<file path="src/nclex_pkg.sv">
package nclex_pkg;

	// outcome codes
	localparam logic [2:0] OC_RUN   = 3'd0;
	localparam logic [2:0] OC_INT   = 3'd1;
	localparam logic [2:0] OC_FLOAT = 3'd2;
	localparam logic [2:0] OC_NONE  = 3'd3;
	localparam logic [2:0] OC_NEG   = 3'd4;
	localparam logic [2:0] OC_ERR   = 3'd5;

	// error codes
	localparam logic [2:0] ERR_NONE       = 3'd0;
	localparam logic [2:0] ERR_ZERO_DIGIT = 3'd1;
	localparam logic [2:0] ERR_NO_FRAC    = 3'd2;
	localparam logic [2:0] ERR_BAD_EXP    = 3'd3;
	localparam logic [2:0] ERR_NO_EXP_DIG = 3'd4;

	// characters of interest
	localparam logic [7:0] CH_ZERO  = 8'h30;
	localparam logic [7:0] CH_NINE  = 8'h39;
	localparam logic [7:0] CH_MINUS = 8'h2D;
	localparam logic [7:0] CH_PLUS  = 8'h2B;
	localparam logic [7:0] CH_POINT = 8'h2E;
	localparam logic [7:0] CH_EXP_U = 8'h45;
	localparam logic [7:0] CH_EXP_L = 8'h65;
	localparam logic [7:0] CH_UC_A  = 8'h41;
	localparam logic [7:0] CH_UC_Z  = 8'h5A;
	localparam logic [7:0] CH_LC_A  = 8'h61;
	localparam logic [7:0] CH_LC_Z  = 8'h7A;

	typedef struct packed {
		logic       taken;
		logic       finished;
		logic [2:0] outcome;
		logic [2:0] error_kind;
		logic       hb_valid;
		logic [7:0] hb_char;
		logic [7:0] length;
	} nclex_result_t;

endpackage

</file>
<file path="src/numeric_constant_lexer_core.sv">
// Numeric constant scanner: one character word in, one result word out.
// Latency: the result of a character is presented the cycle after it is accepted.
// Throughput: one character per cycle while the output is not stalled; the scanner state updates in the accept cycle.
// in_ready is high whenever the output register is empty or being drained.
// Reset (arst_n low, asynchronous): start state, floating flag and length cleared,
// output register empty.
module numeric_constant_lexer_core import nclex_pkg::*; #(
	parameter int unsigned MAX_LENGTH = 255
) (
	input  logic       clk,
	input  logic       arst_n,
	input  logic       in_valid,
	output logic       in_ready,
	input  logic [7:0] char_in,
	output logic       out_valid,
	input  logic       out_ready,
	output logic       taken,
	output logic       finished,
	output logic [2:0] outcome,
	output logic [2:0] error_kind,
	output logic       handed_back_valid,
	output logic [7:0] handed_back_char,
	output logic [7:0] constant_length
);

	localparam int unsigned CapInt = (MAX_LENGTH > 255) ? 255 : MAX_LENGTH;
	localparam logic [7:0]  LenCap = CapInt[7:0];

	logic          accept;
	nclex_result_t result;
	nclex_result_t out_q;
	logic          out_valid_q;

	assign in_ready = !out_valid_q || out_ready;
	assign accept   = in_valid && in_ready;

	nclex_fsm #(
		.LEN_CAP(LenCap)
	) u_fsm (
		.clk     (clk),
		.arst_n  (arst_n),
		.advance (accept),
		.char_in (char_in),
		.result  (result)
	);

	always_ff @(posedge clk or negedge arst_n) begin
		if (!arst_n) begin
			out_valid_q <= 1'b0;
		end else if (in_ready) begin
			out_valid_q <= in_valid;
		end
	end

	always_ff @(posedge clk) begin
		if (accept) begin
			out_q <= result;
		end
	end

	assign out_valid         = out_valid_q;
	assign taken             = out_q.taken;
	assign finished          = out_q.finished;
	assign outcome           = out_q.outcome;
	assign error_kind        = out_q.error_kind;
	assign handed_back_valid = out_q.hb_valid;
	assign handed_back_char  = out_q.hb_char;
	assign constant_length   = out_q.length;

endmodule

</file>
<file path="src/nclex_fsm.sv">
module nclex_fsm import nclex_pkg::*; #(
	parameter logic [7:0] LEN_CAP = 8'd255
) (
	input  logic          clk,
	input  logic          arst_n,
	input  logic          advance,
	input  logic [7:0]    char_in,
	output nclex_result_t result
);

	typedef enum logic [2:0] {
		ST_START,
		ST_MINUS,
		ST_ZERO,
		ST_POINT,
		ST_MANT,
		ST_EXP,
		ST_ESIGN,
		ST_EDIG
	} scan_state_t;

	scan_state_t state_q, state_d;
	logic        float_q, float_d;
	logic [7:0]  count_q, count_d;
	logic [7:0]  last_q;

	logic        is_dig, is_alpha;
	logic        take, fin, clr_len, hand_back, set_float;
	logic [2:0]  oc, err;
	logic [2:0]  end_oc;
	logic [7:0]  len_base, len;

	assign is_dig   = (char_in >= CH_ZERO) && (char_in <= CH_NINE);
	assign is_alpha = ((char_in >= CH_UC_A) && (char_in <= CH_UC_Z)) ||
	                  ((char_in >= CH_LC_A) && (char_in <= CH_LC_Z));
	assign end_oc   = float_q ? OC_FLOAT : OC_INT;

	always_comb begin
		take      = 1'b0;
		fin       = 1'b0;
		clr_len   = 1'b0;
		hand_back = 1'b0;
		set_float = 1'b0;
		oc        = OC_RUN;
		err       = ERR_NONE;
		state_d   = state_q;
		case (state_q)
			ST_START: begin
				if (char_in == CH_ZERO) begin
					take = 1'b1; state_d = ST_ZERO;
				end else if (char_in == CH_MINUS) begin
					take = 1'b1; state_d = ST_MINUS;
				end else if (char_in == CH_POINT) begin
					take = 1'b1; set_float = 1'b1; state_d = ST_POINT;
				end else if (is_dig) begin
					take = 1'b1; state_d = ST_MANT;
				end else begin
					fin = 1'b1; oc = OC_NONE;
				end
			end
			ST_MINUS: begin
				if (char_in == CH_POINT) begin
					take = 1'b1; set_float = 1'b1; state_d = ST_POINT;
				end else if (is_dig) begin
					take = 1'b1; state_d = ST_MANT;
				end else begin
					// lone minus is the negate operator, nothing counted
					fin = 1'b1; oc = OC_NEG; clr_len = 1'b1;
				end
			end
			ST_ZERO: begin
				if (char_in == CH_POINT) begin
					take = 1'b1; set_float = 1'b1; state_d = ST_MANT;
				end else if (is_dig) begin
					fin = 1'b1; oc = OC_ERR; err = ERR_ZERO_DIGIT;
				end else begin
					fin = 1'b1; oc = end_oc;
				end
			end
			ST_POINT: begin
				if (is_dig) begin
					take = 1'b1; state_d = ST_MANT;
				end else begin
					fin = 1'b1; oc = OC_ERR; err = ERR_NO_FRAC;
				end
			end
			ST_MANT: begin
				if (char_in == CH_POINT && !float_q) begin
					take = 1'b1; set_float = 1'b1;
				end else if (char_in == CH_EXP_U || char_in == CH_EXP_L) begin
					take = 1'b1; state_d = ST_EXP;
				end else if (is_dig) begin
					take = 1'b1;
				end else begin
					fin = 1'b1; oc = end_oc;
				end
			end
			ST_EXP: begin
				if (char_in == CH_MINUS || char_in == CH_PLUS) begin
					take = 1'b1; set_float = 1'b1; state_d = ST_ESIGN;
				end else if (is_dig) begin
					take = 1'b1; set_float = 1'b1; state_d = ST_EDIG;
				end else if (is_alpha) begin
					// E was the start of a word: give the letter back
					fin = 1'b1; hand_back = 1'b1; oc = end_oc;
				end else begin
					fin = 1'b1; oc = OC_ERR; err = ERR_BAD_EXP;
				end
			end
			ST_ESIGN: begin
				if (is_dig) begin
					take = 1'b1; state_d = ST_EDIG;
				end else begin
					fin = 1'b1; oc = OC_ERR; err = ERR_NO_EXP_DIG;
				end
			end
			ST_EDIG: begin
				if (is_dig) begin
					take = 1'b1;
				end else begin
					fin = 1'b1; oc = end_oc;
				end
			end
			default: begin
				fin = 1'b1; oc = OC_NONE;
			end
		endcase
		if (fin) begin
			state_d = ST_START;
		end
	end

	always_comb begin
		len_base = count_q;
		if (clr_len) begin
			len_base = 8'd0;
		end else if (hand_back && count_q != 8'd0) begin
			len_base = count_q - 8'd1;
		end
		len = len_base;
		if (take && len_base < LEN_CAP) begin
			len = len_base + 8'd1;
		end
		count_d = fin ? 8'd0 : len;
		float_d = fin ? 1'b0 : (float_q | set_float);
	end

	always_comb begin
		result.taken      = take;
		result.finished   = fin;
		result.outcome    = oc;
		result.error_kind = err;
		result.hb_valid   = hand_back;
		result.hb_char    = hand_back ? last_q : 8'd0;
		result.length     = len;
	end

	always_ff @(posedge clk or negedge arst_n) begin
		if (!arst_n) begin
			state_q <= ST_START;
			float_q <= 1'b0;
			count_q <= 8'd0;
			last_q  <= 8'd0;
		end else if (advance) begin
			state_q <= state_d;
			float_q <= float_d;
			count_q <= count_d;
			if (take) begin
				last_q <= char_in;
			end
		end
	end

endmodule

</file>
<file path="config.mk">
export PLATFORM = sky130hd
export DESIGN_NAME = numeric_constant_lexer_core
export DESIGN_NICKNAME = d
export VERILOG_FILES = /design/src/nclex_pkg.sv /design/src/numeric_constant_lexer_core.sv /design/src/nclex_fsm.sv
export SDC_FILE = /design/constraint.sdc
export NUM_CORES = 1
export LEC_CHECK = 0
export CORE_MARGIN = 5
export CORE_UTILIZATION = 58
export DETAILED_ROUTE_END_ITERATION = 10
export DONT_BUFFER_PORTS = 1
export GPL_ROUTABILITY_DRIVEN = 0
export PLACE_DENSITY = 0.76
export REMOVE_ABC_BUFFERS = 1
export SLEW_MARGIN = 20
export SYNTH_ARGS = -nofsm -noshare
export SYNTH_HDL_FRONTEND = slang
export SYNTH_HIERARCHICAL = 1
export SYNTH_SLANG_ARGS = --single-unit
</file>
<file path="constraint.sdc">
create_clock -name clk -period 3.3 [get_ports clk]
set_input_delay 0.165 -clock clk [delete_from_list [all_inputs] [get_ports clk]]
set_output_delay 0.165 -clock clk [all_outputs]
set_load 0.05 [all_outputs]
</file>
[Word-level counts from Yosys, hierarchy flattened]
Cells that the tools add are included.
W data, S select, Z words.
Word-level totals
  register bits: 46
  latch bits: 0
  RAM bits: 0
  bits in read-only memories: 0
  bits of input ports: 12
  word-level logic and storage cells: 126
  memories: 0
Cells by class
  add/subtract/negate cells: 2
  multipliers: 0
  div/mod/pow operators: 0
  magnitude comparators: 7
  equality and inequality tests: 16
  shifts and indexed selects: 0
  mux-type cells: 67
  bitwise logic cells: 1
  reductions and logical operators: 21
Operators with widths (count)
  $mux W3: 27
  $pmux W3 S7: 2
  $eq A8 B6 Y1 const B: 4
  $mux W8: 4
  $mux W1: 26
  $eq A8 B7 Y1 const B: 2
  $ge A8 B7 Y1 const B: 2
  $le A8 B7 Y1 const B: 2
  $reduce_bool A8 Y1: 2
  $eq A3 B3 Y1 const B: 4
  $pmux W1 S6: 2
  $pmux W3 S4: 1
  $add A8 B1 Y8 const B: 1
  $ge A8 B6 Y1 const B: 1
  $le A8 B6 Y1 const B: 1
  $lt A8 B8 Y1 const B: 1
  $mux W2: 4
  $sub A8 B1 Y8 const B: 1
  $logic_and A1 B1 Y1: 7
  $eq A3 B2 Y1 const B: 2
  $ne A3 B1 Y1 const B: 2
  $reduce_and A5 Y1: 1
  $logic_or A1 B1 Y1: 4
  $pmux W1 S4: 1
  8 further kinds: 10

[Logic depth before layout (Yosys ltp)]
  word-level depth: 14
  depth in mapped cells: 15
  depth with buffers taken out: 13

[By module]
Netlist, hierarchy kept.
Modules (own cells, without submodules)
  nclex_fsm: times used 1, cells an instance 309, area an instance 2327.2 µm², sequential area each 500.5 µm²
  numeric_constant_lexer_core: times used 1, cells an instance 29, area an instance 804.5 µm², sequential area each 775.7 µm²

[Least setup slack after synthesis]
Ideal clock, no wire load.
  path type: register -> register
  from: register u_fsm.count_q[0]
  to: register out_q, in the netlist constant_length[1] (data pin)
  arrival time: 3155 ps
  required time: 3040 ps
  setup slack: -115 ps
  stages on the path, launching flop included: 13
  buffers on the path: 0
  cell sequence: dfrtp_1 > inv_1 > ha_1 > or3b_2 > nor2_1 > nor2_1 > a211oi_1 > ha_1 > inv_1 > a211o_1 > nor4_4 > nand2b_1 > mux2_2
RTL lines
  from (decl): RTL line nclex_fsm.sv:24  | logic [7:0] count_q, count_d;
  from (signal assigned): RTL line nclex_fsm.sv:167  | count_q <= count_d;
  to (signal assigned): RTL line numeric_constant_lexer_core.sv:57  | out_q <= result;
  to (decl): RTL line numeric_constant_lexer_core.sv:31  | nclex_result_t out_q;

==> metrics.sh <==
PLACEDCELLCOUNT=401
DRIVE_GT1_FRAC=0.175
SYNTH-SIMPLE-AREA-SHARE=0.259
DETAIL_ROUTE.DRC_VIOLATIONS=0
TIMING.FINAL.CRIT_SHARE=0.980
CRITPATHARRIVALTIME_NS=3.30
SYNTH-SEQ-AREA-SHARE=0.408
SWITCHING_POWER_mW=0.794
MIN-DELAY-PATH-CLASS='input pin to flip-flop'
CTS.REPORTEDPATHS.CLKPINSLEW_NS=0.10
DRV_SLEW=0
AVGROUTEDWIREPERCELL_UM=19.4
IRDROPWORSTVDD_V=0.000416
CLK-INSERTION-DELAY-LATE_NS=0.31
LEAKAGE_nW=1.29
SYNTHXORXNORAREAFRAC=0.0304
FP.DIEAREA_UM2=6970
VIAS_PER_CELL=6.69
MAXSLEWHEADROOM=0.578
MOSTFREQUENTLAYOUTCELL='sky130_fd_sc_hd__edfxtp_1'
CAP_VIOL_MAX_COUNT=0
SYNTH_TOP_FLOP_CELL='sky130_fd_sc_hd__edfxtp_1'
SYNTH-COMPOUND-AREA-SHARE=0.182
HOLD_PATH_END='u_fsm/last_q[0]'
PERIOD_NEEDED_NS=3.23
POWER_DENSITY_nW_PER_UM2=567
BUFFER_PORTS.INSERTED=0
CTS_BUFFER_DEPTH=2
DR.FIRST_ITER.DRC_COUNT=269
CLOCK_SINK_COUNT=46
PIN_COUNT_OF_THE_BIGGEST_NET_ENTERING_GLOBAL_ROUTING=46
CLOCK.FMAX_GHz=0.309
SEQPWRFRAC=0.432
MAX_SLEW.WORST_PIN.SLEW_NS=0.631
CTS_MAX_LEVEL=2
FLOORPLAN.CORE_AREA_UM2=5170
REGTOREGSTARTPOINT='u_fsm/count_q[2]'
SYNTHESIS.AREA_PER_INSTANCE_UM2=9.27
WORSTSETUPENDPOINTTYPE='flip-flop'
FP.DIEH_UM=83.5
CLOCK_TREE_FROM_TRITONCTS='built'
SWSHARE=0.404
DEPTH_OF_THE_WORST_REGISTER_TO_REGISTER_PATH=8
REG2REG_SETUP_SLACK_NS=0.07
CLOCK_TREE.ROOT_CELL='sky130_fd_sc_hd__clkbuf_8'
POST_PLACE_SETUP_SLACK_NS=-0.0307
LAYOUT_SETUP_WS_NS=0.0668
TIMING.CRITICAL_PATH.REQUIRED_NS=3.37
SHARE_OF_TOTAL_POWER_IN_COMBINATIONAL_LOGIC=0.371
FINAL_CELL_COUNT_NO_FILL=419
TIMING.RR.END='constant_length[1]'
FINAL.SETUP_SKEW_NS=0.00788
SETUP.WORST_PATH.CLASS='flip-flop to flip-flop'
START_KIND='flip-flop'
SYNTH_CELL_TYPES=69
GLOBAL_ROUTE_WIRE_LENGTH_BEFORE_REPAIR_UM=13100
NUMBER_OF_ENABLE_TYPE_REGISTER_CELLS_IN_THE_SYNTHESIZED_NETLIST=25
POSTROUTEWIRELENGTH_UM=8110
CRITICAL_PATH_PEAK_FANOUT=7
YOSYS.AREA_SHARE.ADDER=0.0120
YS.WARNINGS.COUNT=6
POSTROUTEANTENNANETS=0
SYNTHESIS.AREA_UM2=3130
PROPORTION_OF_REGISTER_BITS_WITH_ASYNCHRONOUS_SET_OR_RESET_AFTER_SYNTHESIS=0.457
SYNTHESIS_STAGE_REGISTER_BIT_COUNT=46
COMMONEST_CELLS_AFTER_ROUTING_FILL_AND_TAPS_ASIDE='sky130_fd_sc_hd__edfxtp_1, sky130_fd_sc_hd__nand2_1, sky130_fd_sc_hd__nor2_1, sky130_fd_sc_hd__dfrtp_1, sky130_fd_sc_hd__buf_4'
DETAIL_ROUTE.FIRST_PASS.ITERATIONS=5
NUMBER_OF_ANTENNA_VIOLATIONS_AT_THE_FIRST_CHECK_IN_GLOBAL_ROUTING=0
DESIGN.FINAL.NETS=363
GRT_USE_TOTAL=0.229
STATUS='completed'
CTS_MADE_BUFFERS=5
GRT_SETUP_UNREPAIRED='false'
IO_PINS=39
ANTENNA_CELLS=0
DETAILROUTE.VIA_COUNT=2804
FIRST_GLOBAL_VIAS=2684
NUMBER_OF_CELL_ROWS=26
COMBINATIONAL_FAMILY_WITH_THE_MOST_AREA_AFTER_SYNTHESIS='simple AND/OR/NAND/NOR gates'
REPORT.FINAL.SETUP_VIOL=0
STARTPOINT_OF_THE_MOST_CRITICAL_HOLD_PATH='char_in[0]'
WORSTHOLDPATHCELLS=2
FINALHOLDVIOLCOUNT=0
SYNTH.AREA.MUX_SHARE=0.0447
SYN_TO_FINAL_GROWTH_PCT=10.7
POST_SYNTH_INST_COUNT=338
DIE_X_UM=83.5
OVERFLOW_LEFT_AFTER_GLOBAL_ROUTING=0
DP_HPWL_UM=5410
POWER.CLOCK.FRACTION=0.197
FLOORPLAN.INITIALDENSITY=0.605
POWER.INTERNAL_mW=1.17
[cells in the mapped netlist (all sizes together) (3+ instances only)]
cell	n	share of area
mux2	8	0.029
a21oi	16	0.026
clkbuf	14	0.017
or4	4	0.011
nor2b	4	0.0080
ha	3	0.012
mux2i	5	0.016
o22ai	7	0.014
nor2	24	0.029
dfrtp	21	0.17
o21ai	18	0.029
nor3	14	0.022
and3	4	0.0080
a211oi	3	0.0072
o211ai	5	0.012
or2	7	0.014
nand2b	6	0.014
o21a	4	0.0096
a31oi	4	0.0080
o221ai	3	0.010
or3	4	0.0080
o2bb2ai	3	0.0084
nand3	9	0.014
inv	13	0.016
nor3b	4	0.0096
nor4	9	0.023
buf	13	0.030
xnor2	9	0.028
edfxtp	25	0.24
nand2	24	0.029
and2	14	0.029
nand4	5	0.010
[worst max-delay path by stage]
stage                                 from                  to  depth (start not counted)
after floorplan           u_fsm/state_q[1]  constant_length[1]                         12
after global placement    u_fsm/count_q[1]  constant_length[1]                         12
after detailed placement  u_fsm/count_q[1]  constant_length[1]                         12
after CTS                 u_fsm/state_q[1]  constant_length[1]                         12
after global routing      u_fsm/count_q[2]  constant_length[1]                          8
final                     u_fsm/count_q[2]  constant_length[1]                          8
[state kept, by name, summed over array words and instances, names as in the netlist]
register	count
handed_back_valid	1
constant_length	8
taken	1
outcome	3
error_kind	3
out_valid	1
u_fsm/float_q	1
u_fsm/last_q	8
u_fsm/count_q	8
finished	1
handed_back_char	8
u_fsm/state_q	3
[per-stage QoR]
stage | hold WS (ns) | utilization | setup TNS (ns) | instance area, um2 | total power, mW
after floorplan | -0.131 | - | -0.841 | 2980 | 1.30
after CTS | 0.00304 | 0.654 | 0 | 3380 | 1.91
after global placement | -0.130 | 0.623 | 0 | 3220 | 1.49
after global routing | 0.0582 | 0.670 | 0 | 3470 | 2.08
final | 0.0370 | 0.670 | 0 | 3470 | 1.97
after detailed placement | -0.130 | 0.623 | -0.0307 | 3220 | 1.51
[power by group through the flow]
stage / Clock (mW) / Combinational, mW / Sequential, mW
CTS: 0.393 / 0.673 / 0.849
global placement: 0 / 0.636 / 0.858
detailed placement: 0 / 0.651 / 0.862
finish: 0.388 / 0.729 / 0.849
floorplan: 0 / 0.426 / 0.878
global route: 0.421 / 0.798 / 0.861
[worst max-delay path, stage by stage, from the launching register on]
cell	delay [ns]
sky130_fd_sc_hd__dfrtp_1	0.39
sky130_fd_sc_hd__or4_1	0.64
sky130_fd_sc_hd__buf_4	0.21
sky130_fd_sc_hd__or2_1	0.31
sky130_fd_sc_hd__a311o_1	0.36
sky130_fd_sc_hd__and2_1	0.26
sky130_fd_sc_hd__nor4_4	0.32
sky130_fd_sc_hd__nand2b_4	0.18
sky130_fd_sc_hd__mux2_2	0.34
[layer usage]
| layer | share of wire | vias up | GRT usage |
|---|---|---|---|
| met5 | 0 | - | 0 |
| met4 | 0.027 | 0 | 0.0819 |
| met3 | 0.080 | 21 | 0.0474 |
| met2 | 0.47 | 143 | 0.373 |
| met1 | 0.42 | 1363 | 0.302 |
| li1 | - | 1277 | - |
[repair_timing]
action,in CTS,in global routing
resized for setup,1,11
pin swaps,0,4
endpoints found under the hold margin,26,23
buffers inserted,0,1
setup endpoints to repair,1,10
hold buffers,6,3
[kinds of logic (layout without fill, tap and decap cells)]
group,Yosys count,count (layout)
buffers and inverters,40,51
AO/OA/AOI/OAI,84,84
AND/OR/NAND/NOR,142,142
flip-flops,46,46
XOR/XNOR,10,10
adder cells (fa/ha/maj),3,3
multiplexers,13,13
[area by class of cell]
cell class / instances / area [um2]
clock buffer: 5 / 68.8
multi-input combinational: 252 / 1710
timing repair buffer: 30 / 243
clock inverter: 3 / 28.8
inverter: 13 / 51.3
sequential: 46 / 1280
fill: 406 / 1710
tap: 70 / 87.6
(Power assumes the default switching activity.)
